### src/sv/assert_macros.svh
// Assertion helpers for the RTL. Both expect clk_i and rst_ni in scope.
`ifndef ASSERT_MACROS_SVH
`define ASSERT_MACROS_SVH

`ifndef SYNTHESIS

// Property checked on every rising clock edge outside of reset.
`define ASSERT_AT(lbl, prop) \
  lbl: assert property (@(posedge clk_i) disable iff (!rst_ni) (prop)) \
    else $error("%m: assertion failed");

// Condition that must never be true outside of reset.
`define ASSERT_NEVER(lbl, cond) \
  lbl: assert property (@(posedge clk_i) disable iff (!rst_ni) !(cond)) \
    else $error("%m: forbidden condition seen");

`else

`define ASSERT_AT(lbl, prop)
`define ASSERT_NEVER(lbl, cond)

`endif

`endif

### src/sv/bfp_pkg.sv
package bfp_pkg;

  // Default sizes.
  localparam int unsigned MaxNodesDef = 32;
  localparam int unsigned MaxEdgesDef = 1024;

  // Field widths of the stream beats.
  localparam int unsigned NodeFieldW = 6;
  localparam int unsigned WeightW    = 16;
  localparam int unsigned EdgeW      = 2 * NodeFieldW + WeightW;
  localparam int unsigned InDataW    = 32;
  localparam int unsigned OutIdxW    = 5;
  localparam int unsigned OutDistW   = 32;
  localparam int unsigned OutDataW   = 40;
  localparam int unsigned OutUserW   = 2;

  // Configuration register.
  localparam int unsigned CfgW = 6;
  localparam logic [CfgW-1:0] NumNodesRst = 6'd32;

  // Bit positions inside the result tuser.
  localparam int unsigned UserReachBit = 0;
  localparam int unsigned UserNegBit   = 1;

endpackage

### src/sv/bfp_relax_unit.sv
module bfp_relax_unit import bfp_pkg::*; #(
  parameter int unsigned DIST_W = 33
) (
  input  logic                      src_ok_i,
  input  logic                      dst_reached_i,
  input  logic signed [DIST_W-1:0]  src_dist_i,
  input  logic signed [DIST_W-1:0]  dst_dist_i,
  input  logic signed [WeightW-1:0] weight_i,
  output logic                      improve_o,
  output logic signed [DIST_W-1:0]  cand_o
);

  // The one adder and comparator of the block, shared by every edge and pass.
  assign cand_o    = src_dist_i + DIST_W'(weight_i);
  assign improve_o = src_ok_i && (!dst_reached_i || (cand_o < dst_dist_i));

endmodule
### config.mk
export PLATFORM = sky130hd
export DESIGN_NAME = bfp_relax_unit
export DESIGN_NICKNAME = d
export VERILOG_FILES = /design/src/sv/assert_macros.svh /design/src/sv/bfp_pkg.sv /design/src/sv/bfp_relax_unit.sv
export SDC_FILE = /design/constraint.sdc
export NUM_CORES = 1
export LEC_CHECK = 0
export ABC_CLOCK_PERIOD_IN_PS = 5700
export BUFFER_PORTS_ARGS = -buffer_cell sky130_fd_sc_hd__clkbuf_2
export CAP_MARGIN = 5
export CORE_MARGIN = 2
export CORE_UTILIZATION = 50
export DETAILED_ROUTE_END_ITERATION = 7
export PLACE_DENSITY = 0.85
export SLEW_MARGIN = 20
export SYNTH_ARGS = -nofsm -noshare
export SYNTH_HDL_FRONTEND = slang
export SYNTH_SLANG_ARGS = --single-unit
### constraint.sdc
create_clock -name vclk -period 5.7
set_input_delay 0.57 -clock vclk [all_inputs]
set_output_delay 0.57 -clock vclk [all_outputs]
set_load 0.01 [all_outputs]
## Yosys cells after proc, flatten, opt, wreduce, memory -nomap -nowiden

Cells that the tools add are included.
Widths: inputs -> output; s select.

| storage, ports and cells | value |
|---|---|
| logic and storage cells | 5 |
| output and inout port bits | 34 |
| register bits after elaboration | 0 |

| cells by class | value |
|---|---|
| $add $sub $neg | 1 |
| reduce and logical (&&, ||, !) cells | 3 |
| $lt $le $gt $ge | 1 |

Operators by type and width:

| cell | number |
|---|---|
| $add 33x16->33 | 1 |
| $lt 33x33->1 | 1 |
| $logic_and 1x1->1 | 1 |
| $logic_not 1->1 | 1 |
| $logic_or 1x1->1 | 1 |

## Depth between registers and ports, before layout

| logic depth | value |
|---|---|
| depth in word-level cells | 4 |
| gate-level depth with buffers | 20 |
| depth with buffers taken out | 20 |

## Worst setup path after synthesis

Ideal clock, no wire load.

| timing path | value |
|---|---|
| path type | input-to-output |
| start | input port src_dist_i[0] |
| end | output port improve_o |
| path buffers | 0 |
| stages | 20 |
| arrival time | 4.225 ns |
| slack | 0.905 ns |
| data required time | 5.130 ns |
| cells stage by stage | ha_1 inv_1 fa_1 nand2b_1 a21oi_1 o2111ai_1 a21oi_1 o21ai_0 a2111oi_0 a41oi_1 o311ai_0 ha_1 a21o_1 a21o_1 a21oi_1 o21ai_0 a21oi_1 o31ai_1 xnor2_1 a21boi_0 |

| on the way | value |
|---|---|
| cells in the longest elaborated chain, start to end | 4 |

Ends and longest elaborated chain:

| item | line | source |
|---|---|---|
| from (decl) | bfp_relax_unit.sv:6 | `input logic signed [DIST_W-1:0] src_dist_i,` |
| $add 33x16->33 | bfp_relax_unit.sv:14 | `assign cand_o = src_dist_i + DIST_W'(weight_i);` |
| via cand_o[22] | bfp_relax_unit.sv:10 | `output logic signed [DIST_W-1:0] cand_o` |
| $lt 33x33->1 | bfp_relax_unit.sv:15 | `assign improve_o = src_ok_i && (!dst_reached_i \|\| (cand_o < dst_dist_i));` |
| $logic_or 1x1->1 | bfp_relax_unit.sv:15 |  |
| $logic_and 1x1->1 | bfp_relax_unit.sv:15 |  |
| to (decl) | bfp_relax_unit.sv:9 | `output logic improve_o,` |

The timed path passes the listed nets, and every way through them passes these cells.

## Final worst setup path

| timing path | value |
|---|---|
| start | input port src_dist_i[0] |
| end | output port improve_o |

| on the way | value |
|---|---|
| cells in the longest elaborated chain, start to end | 4 |

Ends and longest elaborated chain:

| item | line |
|---|---|
| $add 33x16->33 | bfp_relax_unit.sv:14 |
| $lt 33x33->1 | bfp_relax_unit.sv:15 |
| $logic_or 1x1->1 | bfp_relax_unit.sv:15 |
| $logic_and 1x1->1 | bfp_relax_unit.sv:15 |

Every way passes these cells.

==> metrics.txt <==
crit path DAT 4.70 ns; worst stage delay on the critical path 0.41 ns; VDD IR max 65.80 µV; Seq/Total Area, Yosys 0; Least-Margin Pin Slew 0.4971 ns; Post-Synthesis Cell Area 0.002517 mm²; Tmin final 5.272 ns; setup TNS 0 ns; critical path type in -> out; origin of the worst min-delay path dst_reached_i; Die Ht 74.96 µm; CP required 5.13 ns; Area contributors post-synth ha_1 32%, a21o_1 9.8%, xnor2_1 7.7%; GRT overflow 0; cell mode on critical path a21oi_1; initial antenna violation count 0; top-count cell post-synth ha_1; Cell Chain, Critical Path clkbuf_2 -> ha_1 -> inv_1 -> fa_1 -> nand2b_1 -> a21oi_1 -> o2111ai_1 -> a21oi_1 -> o21ai_0 -> a2111oi_0 -> a41oi_1 -> o311ai_0 -> ha_1 -> a21o_1 -> a21o_1 -> a21oi_1 -> o21ai_0 -> a21oi_1 -> o31ai_1 -> xnor2_1 -> a21boi_0 -> clkbuf_2; Layout Cells excl Fill 531; setup bufs post-CTS 0; Core Footprint 0.004786 mm²; Final nets 615; Setup crit end improve_o; global-route wire length before repair 11,430 µm; Chip Width 74.96 µm; pwr dens 147.6 mW/mm²; Sequential cell area 0 µm²; Via-to-Cell Ratio 5.582; # rows 25; Worst Setup Start Kind primary input; Seq cells 0; max frequency 0.1897 GHz; Synth top cells by count 64 x ha_1, 45 x inv_1, 38 x a21oi_1; Final Hold Vio Count 0; antenna fix cells 0; Cell variety after synth 41; starting density of the core 0.5260; router iterations before antenna repair 5; Final Max Tran Viols 0; IO Port Bufs 118; synthesized instance count 352; post-cts resize count 0; Final ANT Viol Nets 0; dpl cells 531; boundary pin count 118; drt wl/cell 13.45 µm; final setup fails 0; DIE AREA 0.005618 mm²; CP Capture Type primary output; dpl hpwl 6436 µm; Core Util, Final 0.6622; routability congestion estimate 0.9459; Net Count, Synth 501; critical path peak fanout 3; largest net degree at the start of global routing 19; post-synth top area share 0.3181; Critical Path Start src_dist_i[0]; CTS Hold Bufs 0; RSZ-0062 raised after global routing false; Mapped Avg Cell Area 7.152 µm²; vias in the first global route 2,711; relative slew slack 0.6644; Max-cap violations 0; Yosys warning total 0; type of the most critical hold path in -> out; initial drt markers 111; status completed; CLK BUF 0; GRT Overall Usage 0.2509; Final period util 0.9249; drt drc 0; Static Leak 0.001886 µW; Area Overhead vs Synth 25.89%; layout cell share with drive strength beyond 1 0.2672; final WL 7140 µm; cell taking the most area after synthesis ha_1; slowest CP cell fa_1; via count 2,964
==> report_power, final <==
part	internal (µW)	total, µW	switching, µW
Clock	0	0	0
Sequential	0	0	0
Combinational	207	468	261
==> worst min path at each step <==
stage	endpoint	depth (start not counted)
after CTS	improve_o	3
after global placement	improve_o	3
final	improve_o	3
after detailed placement	improve_o	3
after global routing	improve_o	3
after floorplan	improve_o	1
==> area by class of cell <==
type                            count  area [µm²]
Multi-Input combinational cell    301        2326
Fill cell                         440        1617
Timing Repair Buffer              118       590.6
Inverter                           45       168.9
Tap cell                           67       83.83
==> layer usage <==
| metal | track usage | up-vias | wire [µm] |
|---|---|---|---|
| li1 | - | 1533 | - |
| met1 | 0.3016 | 1313 | 3019 |
| met2 | 0.4932 | 108 | 3568 |
| met3 | 0.02008 | 10 | 476 |
| met4 | 0.02778 | 0 | 75 |
| met5 | 0 | - | 0 |
==> per-stage QoR <==
step | worst slack [ns] | power, µW | hold WS (ns) | area (µm²)
final | 0.4278 | 467.9 | 1.407 | 3169
after detailed placement | 0.4426 | 465.3 | 1.405 | 3169
after CTS | 0.4179 | 468.3 | 1.406 | 3169
after global placement | 0.6917 | 455.2 | 1.398 | 3169
after global routing | 0.08273 | 523.0 | 1.418 | 3169
after floorplan | 0.9052 | 314.8 | 1.259 | 2517
==> worst max-delay path: cells and delay by family <==
kind / cells / cell delay [ns]
buffers and inverters: 3 / 0.32
AOI/OAI and AO/OA: 14 / 2.54
and+or+nand+nor: 1 / 0.18
adders and majority gates: 3 / 0.96
xor gates and xnor gates: 1 / 0.13
==> cells by family after synthesis <==
kind of cell / Yosys count / share of synthesized area
and+or+nand+nor: 78 / 0.1471
AOI/OAI and AO/OA: 128 / 0.3464
adders and majority gates: 65 / 0.3260
xor gates and xnor gates: 30 / 0.1044
buffers and inverters: 51 / 0.07604
==> cell usage in the layout, fill, tap and decap left out, types with 2 or more instances in the layout <==
master and instances:
a2111oi_0 4, a211o_1 2, a211oi_1 2, a21o_1 33
a21oi_1 38, a41o_1 2, a41oi_2 2, clkbuf_2 118
ha_1 64, inv_1 45, nand2_1 21, nand2b_1 5
nand3_1 7, nand4_1 13, nor2_1 19, nor2b_1 2
nor3_1 7, o2111ai_1 2, o211ai_1 3, o21a_1 4
o21ai_0 17, o21ai_1 2, o21bai_1 4, o31ai_1 3
xnor2_1 22, xor2_1 8
No activity file was read; power rests on OpenSTA's default activity.
