File: config.mk
export PLATFORM = sky130hd
export DESIGN_NAME = bfp_ram
export DESIGN_NICKNAME = d
export VERILOG_FILES = /design/src/sv/assert_macros.svh /design/src/sv/bfp_ram.sv
export SDC_FILE = /design/constraint.sdc
export NUM_CORES = 1
export LEC_CHECK = 0
export BUFFER_PORTS_ARGS = -buffer_cell sky130_fd_sc_hd__buf_2
export CAP_MARGIN = 10
export CORE_MARGIN = 5
export CORE_UTILIZATION = 60
export DETAILED_ROUTE_END_ITERATION = 12
export HOLD_SLACK_MARGIN = 0.05
export PLACE_DENSITY_LB_ADDON = 0.2
export SYNTH_ARGS = -nofsm -noshare
export SYNTH_HDL_FRONTEND = slang
export SYNTH_SLANG_ARGS = --single-unit
File: constraint.sdc
create_clock -name clk_i -period 2.9 [get_ports clk_i]
set_input_delay 0.29 -clock clk_i [delete_from_list [all_inputs] [get_ports clk_i]]
set_output_delay 0.29 -clock clk_i [all_outputs]
set_load 0.05 [all_outputs]
File: src/sv/assert_macros.svh
// Assertion helpers for the RTL. Both expect clk_i and rst_ni in scope.
`ifndef ASSERT_MACROS_SVH
`define ASSERT_MACROS_SVH

`ifndef SYNTHESIS

// Property checked on every rising clock edge outside of reset.
`define ASSERT_AT(lbl, prop) \
  lbl: assert property (@(posedge clk_i) disable iff (!rst_ni) (prop)) \
    else $error("%m: assertion failed");

// Condition that must never be true outside of reset.
`define ASSERT_NEVER(lbl, cond) \
  lbl: assert property (@(posedge clk_i) disable iff (!rst_ni) !(cond)) \
    else $error("%m: forbidden condition seen");

`else

`define ASSERT_AT(lbl, prop)
`define ASSERT_NEVER(lbl, cond)

`endif

`endif

File: src/sv/bfp_ram.sv
module bfp_ram #(
  parameter int unsigned WIDTH = 8,
  parameter int unsigned DEPTH = 16
) (
  input  logic                     clk_i,
  input  logic                     we_i,
  input  logic [$clog2(DEPTH)-1:0] waddr_i,
  input  logic [WIDTH-1:0]         wdata_i,
  input  logic                     re_i,
  input  logic [$clog2(DEPTH)-1:0] raddr_i,
  output logic [WIDTH-1:0]         rdata_o
);

  logic [WIDTH-1:0] mem_q [DEPTH];
  logic [WIDTH-1:0] rdata_q;

  always_ff @(posedge clk_i) begin
    if (we_i) begin
      mem_q[waddr_i] <= wdata_i;
    end
    if (re_i) begin
      rdata_q <= mem_q[raddr_i];
    end
  end

  assign rdata_o = rdata_q;

endmodule

# Yosys cells after proc, flatten, opt, wreduce, memory -nomap -nowiden
# Memories as Yosys holds them, arrays and structs flattened. A register that Yosys moved wholly into a read port is not among the register bits.
# Index checks and enable logic that the tools add are counted.
# op_classes
n_mux	2
# ops
op	n
2-to-1 mux 1 bit	2
# word_totals
register_bits	0
ramBits	128
in_bits	19
out_inout_bits	8
n_memories	1
# memory_table
name	depth	word_bits	rd	rd_ports_with_merged_regs	wr	line_no	source
mem_q	16	8	1	1	1	bfp_ram.sv:14	logic [WIDTH-1:0] mem_q [DEPTH];

# Depth between registers and ports, before layout
# Gate-level depths: netlist of run 1.
# depth
depth_word	2
ltp_mapped	5
mapped_depth_nobuf	3

# Least setup slack after synthesis of run 1
# OpenSTA, ideal clock, no wires.
# synth_timing
path_type	input-to-reg
start	input port waddr_i[2]
end	memory mem_q[0][0] (enable)
setup_time_ns	0.383
arrival_time_ns	1.400
t_required_ns	2.517
path_slack_ns	1.117
path_stages	2
n_path_buf	0
cell_sequence	or3b_2 -> nor3_1
# synth_lines
item	line_no	source
start, declared	bfp_ram.sv:7	input logic [$clog2(DEPTH)-1:0] waddr_i,
end, declared	bfp_ram.sv:14	
# No word-level cell before the write port.

==> results of run 1 <==
[worst paths after layout]
path / start / to / slack, ns / depth (start not counted)
worst max-delay path: mem_q[10][0] / rdata_o[0] / 1.36 / 3
worst min-delay path: re_i / rdata_o[2] / 0.16 / 1
worst max register to register: mem_q[10][0] / rdata_o[0] / 1.36 / 3
worst min register to register: mem_q[7][1] / rdata_o[1] / 0.75 / 3
[critical path: cells and delay by family, from the launching register on]
kind / cells / cell delay, ns
mux: 1 / 0.48
flops: 1 / 0.40
compound gates: 1 / 0.31
simple gates: 1 / 0.09
[final cells by class]
class	instances	share of cell area (%)
Clock buffer	17	6.83
Multi-Input combinational cell	83	17.4
Tap cell	108	2.23
Clock inverter	15	2.13
Timing Repair Buffer	39	3.96
Sequential cell	136	67.4
[routing by layer]
layer  routed length, um  share of wire, %  vias to the layer above
met2                4860                51                       89
met4                 174               1.8                        0
met1                3890                41                     1222
li1                    -                 -                     1078
met5                   0                 0                        -
met3                 675               7.0                       14
[cells in the final DEF (no fill, tap or decap)]
cell        synthesis  routed
clkbuf_8            0       1
buf_2               3      26
nand2_1             9       9
and2_1              1       1
mux4_2             18      18
buf_4               1      12
inv_6               0       2
a22oi_1            16      16
nor2b_1             1       1
nand3_1             1       1
mux4_1             14      14
edfxtp_1          136     136
clkbuf_16           0      16
clkinvlp_4          0       7
bufinv_16           0       1
clkinv_4            0       1
and2b_1             1       1
nand2b_1            2       2
nor2_1             13      13
nand3b_1            2       2
or3b_2              1       1
nor3_1              4       4
clkinv_2            0       4
buf_12              0       1
[sequential cells by signal, summed over array words and instances (netlist names)]
signal	count
rdata_o	8
mem_q	128
[through the flow]
| step | total power [W] | util [%] | worst slack (ns) | instance area [um^2] | hold WS (ns) |
|---|---|---|---|---|---|
| finish | 0.00438 | 70.5 | 1.36 | 6060 | 0.156 |
| global route | 0.00452 | 70.5 | 1.31 | 6060 | 0.132 |
| CTS | 0.00441 | 70.5 | 1.35 | 6060 | 0.128 |
| detailed placement | 0.00250 | 64.2 | 0.971 | 5520 | 0.673 |
| global placement | 0.00249 | 64.2 | 0.948 | 5520 | 0.672 |
| floorplan | 0.00241 | - | 1.12 | 5230 | 0.389 |
[cells by family after synthesis]
logic type	Yosys count	synth area share [%]
AOI/OAI and AO/OA	16	2.30
buffers and inverters	10	1.65
muxes	32	14.8
DFF	136	78.1
and+or+nand+nor	35	3.14
[where the power goes]
part | leakage (nW) | internal (W) | switching [W]
sequential | 1.24 | 0.00222 | 0.0000123
clock | 0.248 | 0.00113 | 0.000790
combinational | 0.547 | 0.0000825 | 0.000143
[Yosys cell counts]
cell             instances
edfxtp_1               136
nand2b_1                 2
or3b_2                   1
nor2_1                  13
buf_2                    3
clkdlybuf4s25_2          3
buf_6                    3
nor3_1                   4
and2_1                   1
mux4_1                  14
buf_4                    1
and2b_1                  1
nor2b_1                  1
nand2_1                  9
nand3b_1                 2
nand3_1                  1
a22oi_1                 16
mux4_2                  18
==> results.sh, run 1 <==
export IMPL_post_place_cells=366
export IMPL_h_tree_depth=4
export IMPL_antenna_found_initial=0
export IMPL_rsz0062_at_grt="false"
export IMPL_crit_slowest_cell="mux4_2"
export IMPL_postSynthAreaPerCell_um2=22.8
export IMPL_syn_area_mm2=0.00523
export IMPL_syn_inst=229
export IMPL_cp_required_ns=3.15
export IMPL_arrival_ns=1.79
export IMPL_cts_setup_buffers=0
export IMPL_fp_dieH_um=103
export IMPL_io_pin_count=27
export IMPL_period_needed_ns=1.54
export IMPL_ctsResizeCount=0
export IMPL_power_density_mw_per_mm2=722
export IMPL_cts_clk_slew_worst_paths_ns=0.06
export IMPL_synthTopCellsByArea="edfxtp_1 (78%), mux4_2 (7.8%), mux4_1 (7.0%), a22oi_1 (2.3%), nor2_1 (0.93%)"
export IMPL_grt_usage_pct=20.2
export IMPL_gp_congestion=0.743
export IMPL_grt_pass1_vias=2536
export IMPL_path_cells="mux4_2 > a22oi_1 > nand2_1"
export IMPL_syn_nets=248
export IMPL_multi_input_area_mm2=0.00106
export IMPL_met3_usage_pct=4.90
export IMPL_n_antenna_cell=0
export IMPL_fin_nets=296
export IMPL_clk_latency_ns=0.51
export IMPL_final_max_slew_viol_count=0
export IMPL_overflow=0
export IMPL_synth_seq_area_share_pct=78.1
export IMPL_nFillCells=523
export IMPL_status="completed"
export IMPL_max_freq_ghz=0.649
export IMPL_finalCritPeriodShare_pct=53.1
export IMPL_tightestPinTransition_ns=0.846
export IMPL_timing_max_cap_violations=0
export IMPL_regArea_mm2=0.00408
export IMPL_syn2layout_area_growth_pct=15.9
export IMPL_cts_buffer_depth=2
export IMPL_finalSetupViolations=0
export IMPL_stdcell_count=398
export IMPL_drt_total_wl_um=9600
export IMPL_hold_viol_final=0
export IMPL_cp_start_kind="flip-flop"
export IMPL_numCtsBuffers=17
export IMPL_max_vdd_ir_drop_uv=547
export IMPL_core_rowCount=34
export IMPL_drive_gt1_share_pct=31.0
export IMPL_drt_iter0_drc=109
export IMPL_ys_seq_elements=136
export IMPL_ys_types=18
export IMPL_core_area_mm2=0.00859
export IMPL_use_met1_pct=27.6
export IMPL_skew_ns=0.00845
export IMPL_wl_per_cell_um=24.1
export IMPL_dr_total_vias=2403
export IMPL_cts_tree="done"
export IMPL_grt_pass1_wl_um=14700
export IMPL_numPortBuffers=26
export IMPL_die_area_mm2=0.0107
export IMPL_end_kind="flip-flop"
export IMPL_worstSetupPathType="reg -> reg"
export IMPL_synth_largest_area_cell="edfxtp_1"
export IMPL_yosysTopAreaCellShare_pct=78.1
export IMPL_ys_warn_count=0
export IMPL_ant_nets=0
export IMPL_clock_sinks=136
export IMPL_maxSlewHeadroom_pct=43.4
export IMPL_place_hpwl_um=5930
export IMPL_die_x_um=103
export IMPL_ctsRootBufferMaster="clkbuf_8"
export IMPL_start_util_pct=60.8
export IMPL_leakagePower_nw=2.03
export IMPL_max_stage_delay_ns=0.48
export IMPL_drc_errors=0
export IMPL_tns_ns=0
export IMPL_grt_busiest_layer="met2"
export IMPL_post_drt_via_cell_ratio=6.04
export IMPL_path_max_fanout=1
export IMPL_use_met2_pct=31.5
export IMPL_dr_pass1_iters=5
export IMPL_grt_max_degree=33
export IMPL_hold_buffers=0
export IMPL_hold_class="in -> reg"
Note: power is estimated with default switching activity, not from simulation.
==> inputs of run 2 (changes only) <==
- CORE_UTILIZATION: 60 -> 54
- clock period: 2.9 -> 1.3 ns (I/O delays scaled with it)
==> results.sh, run 2 (synthesis results as in run 1) <==
export IMPL_skew_ns=0.00904
export IMPL_rsz0062_at_grt="true"
export IMPL_grt_pass1_vias=2635
export IMPL_tns_ns=-0.698
export IMPL_max_freq_ghz=0.698
export IMPL_path_cells="mux4_2 > a22oi_2 > nand2_1"
export IMPL_endpoint="rdata_o[6]"
export IMPL_period_needed_ns=1.43
export IMPL_grt_max_degree=19
export IMPL_place_hpwl_um=6620
export IMPL_dr_total_vias=2517
export IMPL_worstSetupPathType="reg -> reg"
export IMPL_status="finished, violations left"
export IMPL_cp_required_ns=1.56
export IMPL_top_layer="met4"
export IMPL_startpoint="mem_q[11][6]"
export IMPL_grt_pass1_wl_um=15900
export IMPL_cts_tree="done"
export IMPL_wl_per_cell_um=23.4
export IMPL_post_route_util_pct=66.5
export IMPL_drive_gt1_share_pct=40.6
export IMPL_hold_class="in -> reg"
export IMPL_nFillCells=619
export IMPL_fp_dieH_um=108
export IMPL_layout_common_cells="edfxtp_1 (136), mux4_2 (32), buf_4 (24)"
export IMPL_antenna_found_initial=0
export IMPL_end_kind="flip-flop"
export IMPL_ctsRootBufferMaster="clkbuf_8"
export IMPL_numCtsBuffers=17
export IMPL_cts_setup_buffers=0
export IMPL_die_area_mm2=0.0117
export IMPL_crit_slowest_cell="mux4_2"
export IMPL_overflow=0
export IMPL_max_stage_delay_ns=0.52
export IMPL_start_util_pct=54.5
export IMPL_die_x_um=108
export IMPL_core_area_mm2=0.00959
export IMPL_numPortBuffers=26
export IMPL_cts_clk_slew_worst_paths_ns=0.06
export IMPL_r2r_slack_ns=-0.13
export IMPL_arrival_ns=1.69
export IMPL_reg2reg_from="mem_q[11][6]"
export IMPL_core_rowCount=36
export IMPL_fin_ws_ns=-0.133
export IMPL_layout_commonest_cell="edfxtp_1"
export IMPL_drc_errors=0
export IMPL_hold_viol_final=0
export IMPL_gp_congestion=0.762
export IMPL_path_max_fanout=1
export IMPL_fin_nets=319
export IMPL_clock_sinks=136
export IMPL_ant_nets=0
export IMPL_drt_total_wl_um=10400
export IMPL_leakagePower_nw=2.12
export IMPL_wl_met2_um=5400
export IMPL_drt_iter0_drc=224
export IMPL_final_max_slew_viol_count=0
export IMPL_wl_met1_um=4360
export IMPL_grt_usage_pct=19.8
export IMPL_holdWs_ns=0.188
export IMPL_io_pin_count=27
export IMPL_cts_buffer_depth=2
export IMPL_finalSetupViolations=8
export IMPL_cp_start_kind="flip-flop"
export IMPL_post_drt_via_cell_ratio=5.64
export IMPL_power_density_mw_per_mm2=1580
export IMPL_h_tree_depth=4
export IMPL_finalCritPeriodShare_pct=110
export IMPL_dpl_instance_area_mm2=0.00567
export IMPL_n_antenna_cell=0
export IMPL_met3WireLength_um=591
export IMPL_tightestPinTransition_ns=0.894
export IMPL_fin_area_mm2=0.00638
export IMPL_syn2layout_area_growth_pct=22.0
export IMPL_timing_max_cap_violations=0
export IMPL_total_power_w=0.0101
export IMPL_worstReg2RegEnd="rdata_o[6]"
export IMPL_top_register="mem_q"
export IMPL_clk_latency_ns=0.51
export IMPL_violations="negative setup slack"
export IMPL_ff2ff_path_depth=3
export IMPL_maxSlewHeadroom_pct=40.2
export IMPL_dr_pass1_iters=5
export IMPL_largest_register_ffs=128
export IMPL_max_vdd_ir_drop_uv=722
-- run 2: cell types whose count changed in the layout (fill, tap and decap cells not counted), moves of 2 or more --
cell | before | now
buf_4 | 12 | 24
mux4_2 | 18 | 32
a22oi_1 | 16 | 8
a22oi_2 | 0 | 8
buf_12 | 1 | 5
clkinv_4 | 1 | 3
nor3_2 | 0 | 3
dlygate4sd3_1 | 0 | 9
clkinv_2 | 4 | 0
mux4_1 | 14 | 0
buf_2 | 26 | 23
clkbuf_1 | 0 | 2
nor3_1 | 4 | 1
-- run 2: timing repair --
item	4_1_cts	5_1_grt
hold endpoints to repair	136	0
hold buffers	9	0
gates resized for setup	7	8
endpoints found under the setup margin	9	11
pin swaps	2	1
-- run 2: critical path, delay by kind of cell (launching register included) --
kind / cells / cell delay (ns)
AO/OA/AOI/OAI: 1 / 0.21
flip-flops: 1 / 0.38
multiplexers: 1 / 0.52
AND/OR/NAND/NOR: 1 / 0.07
-- run 2: worst min path at each step --
stage | from | to | slack (ns) | cells past startpoint
after floorplan | wdata_i[0] | mem_q[0][0] | 0.23 | 0
after global placement | re_i | rdata_o[4] | 0.51 | 1
after detailed placement | re_i | rdata_o[4] | 0.52 | 1
after CTS | waddr_i[1] | mem_q[0][3] | 0.18 | 3
after global routing | waddr_i[1] | mem_q[0][3] | 0.19 | 3
final | waddr_i[0] | mem_q[0][3] | 0.19 | 3
-- run 2: per-layer routing --
layer,vias up,GRT usage (%)
li1,1109,-
met1,1301,26.9
met2,98,31.7
met3,9,4.24
met4,0,7.84
met5,-,0
-- run 2: layout make-up --
cell class	instances	area [um^2]	share of cell area, %
clock buffers	19	422	6.61
clock inverters	13	149	2.33
multi-input cells	83	1060	16.6
flip-flops and latches	136	4080	64.0
well taps	133	166	2.61
repair buffers	62	497	7.79
-- run 2: power by group --
group	internal, W	total, W	switching (W)
Clock	0.00274	0.00453	0.00178
Combinational	0.000255	0.000608	0.000353
Sequential	0.00494	0.00497	0.0000287
-- run 2: stage by stage --
| step | std cells | setup WS, ns |
|---|---|---|
| after floorplan | 229 | -0.0961 |
| after global placement | 405 | -0.376 |
| after detailed placement | 405 | -0.375 |
| after CTS | 446 | -0.140 |
| after global routing | 446 | -0.179 |
| final | 446 | -0.133 |
==> inputs of run 3 (changes only) <==
- SETUP_SLACK_MARGIN: unset -> 0.05
- SKIP_LAST_GASP: unset -> 1
- SLEW_MARGIN: unset -> 20
==> results.sh, run 3 (synthesis results as in run 1) <==
export IMPL_clock_sinks=136
export IMPL_cts_buffer_depth=2
export IMPL_fin_ws_ns=-0.130
export IMPL_layout_commonest_cell="edfxtp_1"
export IMPL_reg2reg_from="mem_q[2][6]"
export IMPL_largest_register_ffs=128
export IMPL_io_pin_count=27
export IMPL_power_density_mw_per_mm2=1530
export IMPL_arrival_ns=1.69
export IMPL_clk_latency_ns=0.51
export IMPL_startpoint="mem_q[2][6]"
export IMPL_core_rowCount=36
export IMPL_finalCritPeriodShare_pct=110
export IMPL_drive_gt1_share_pct=41.9
export IMPL_top_register="mem_q"
export IMPL_overflow=0
export IMPL_die_area_mm2=0.0117
export IMPL_cts_clk_slew_worst_paths_ns=0.06
export IMPL_gp_congestion=0.718
export IMPL_cts_setup_buffers=0
export IMPL_maxSlewHeadroom_pct=39.9
export IMPL_numCtsBuffers=17
export IMPL_ant_nets=0
export IMPL_max_freq_ghz=0.699
export IMPL_grt_pass1_vias=2690
export IMPL_post_drt_via_cell_ratio=5.61
export IMPL_worstSetupPathType="reg -> reg"
export IMPL_skew_ns=0.00729
export IMPL_place_hpwl_um=6670
export IMPL_violations="negative setup slack"
export IMPL_syn2layout_area_growth_pct=24.3
export IMPL_hold_class="in -> reg"
export IMPL_holdPathStages=3
export IMPL_period_needed_ns=1.43
export IMPL_hold_start="waddr_i[1]"
export IMPL_leakagePower_nw=2.19
export IMPL_grt_usage_pct=20.3
export IMPL_status="finished, violations left"
export IMPL_worstReg2RegEnd="rdata_o[6]"
export IMPL_start_util_pct=54.5
export IMPL_drc_errors=0
export IMPL_pre_cts_ws_ns=-0.395
export IMPL_fp_dieH_um=108
export IMPL_hold_path_end="mem_q[0][0]"
export IMPL_timing_max_cap_violations=0
export IMPL_tightestPinTransition_ns=0.899
export IMPL_rsz0062_at_grt="true"
export IMPL_dr_pass1_iters=4
export IMPL_post_route_util_pct=67.7
export IMPL_core_area_mm2=0.00959
export IMPL_grt_pass1_wl_um=16300
export IMPL_layout_common_cells="edfxtp_1 (136), mux4_2 (31), buf_4 (30)"
export IMPL_cp_required_ns=1.56
export IMPL_drt_total_wl_um=10500
export IMPL_cp_start_kind="flip-flop"
export IMPL_max_vdd_ir_drop_uv=922
export IMPL_ctsRootBufferMaster="clkbuf_8"
export IMPL_hold_viol_final=0
export IMPL_r2r_slack_ns=-0.13
export IMPL_die_x_um=108
export IMPL_final_max_slew_viol_count=0
export IMPL_dr_total_vias=2554
export IMPL_path_max_fanout=1
export IMPL_finalSetupViolations=8
export IMPL_end_kind="flip-flop"
export IMPL_cts_tree="done"
export IMPL_grt_max_degree=17
export IMPL_h_tree_depth=4
export IMPL_fin_nets=328
export IMPL_numPortBuffers=26
export IMPL_n_antenna_cell=0
export IMPL_drt_iter0_drc=269
export IMPL_total_power_w=0.00993
export IMPL_wl_per_cell_um=23.0
export IMPL_ff2ff_path_depth=3
export IMPL_antenna_found_initial=0
run 3: changes by cell type in the layout (fill, tap and decap cells not counted), moves of 5 or more:
cell,previous run,this run
buf_4,24,30
clkinvlp_4,6,1
buf_2,23,18
clkinv_2,0,5
buf_6,1,7
clkinv_1,0,5
run 3: worst max path at each step:
stage,slack (ns),to
2_1_floorplan,-0.05,rdata_o[2]
3_3_place_gp,-0.38,rdata_o[4]
3_5_place_dp,-0.40,rdata_o[4]
4_1_cts,-0.12,rdata_o[6]
5_1_grt,-0.17,rdata_o[6]
6_report,-0.13,rdata_o[6]
run 3: layout make-up:
type,instances,area [um^2]
Fill cell,631,3100
Clock buffer,19,422
Tap cell,133,166
Multi-Input combinational cell,83,1090
Timing Repair Buffer,71,624
Clock inverter,13,111
Sequential cell,136,4080
run 3: metrics by stage:
step / TNS [ns] / cells / hold slack, ns / area (um^2)
after global routing: -1.07 / 455 / 0.152 / 6500
after global placement: -3.21 / 414 / 0.498 / 5790
after CTS: -0.804 / 455 / 0.142 / 6480
final: -0.696 / 455 / 0.164 / 6500
after floorplan: -0.277 / 229 / 0.229 / 5260
after detailed placement: -3.46 / 414 / 0.497 / 5790
run 3: report_power, final:
group / switching [W] / total (W) / internal, W
Sequential: 0.0000322 / 0.00498 / 0.00494
Clock: 0.00163 / 0.00430 / 0.00267
Combinational: 0.000362 / 0.000652 / 0.000291
Total: 0.00203 / 0.00993 / 0.00790
run 3: critical path, stage by stage, from the launching register on:
cell and delay [ns]:
edfxtp_1 0.42, mux4_2 0.52, a22oi_2 0.18, nand2_1 0.07
run 3: timing repair:
| item | CTS | global route |
|---|---|---|
| gates resized for setup | 18 | 13 |
| hold endpoints to repair | 136 | 0 |
| hold buffers | 9 | 0 |
| pin swaps | 5 | 1 |
| cloned | 0 | 0 |
| setup endpoints to repair | 13 | 16 |
run 3: routing by layer:
| layer | share of wire, % | up-vias | GRT usage (%) |
|---|---|---|---|
| li1 | - | 1128 | - |
| met1 | 39 | 1311 | 27.0 |
| met2 | 51 | 102 | 32.0 |
| met3 | 7.9 | 13 | 5.31 |
| met4 | 1.5 | 0 | 8.84 |
| met5 | 0 | - | 0 |
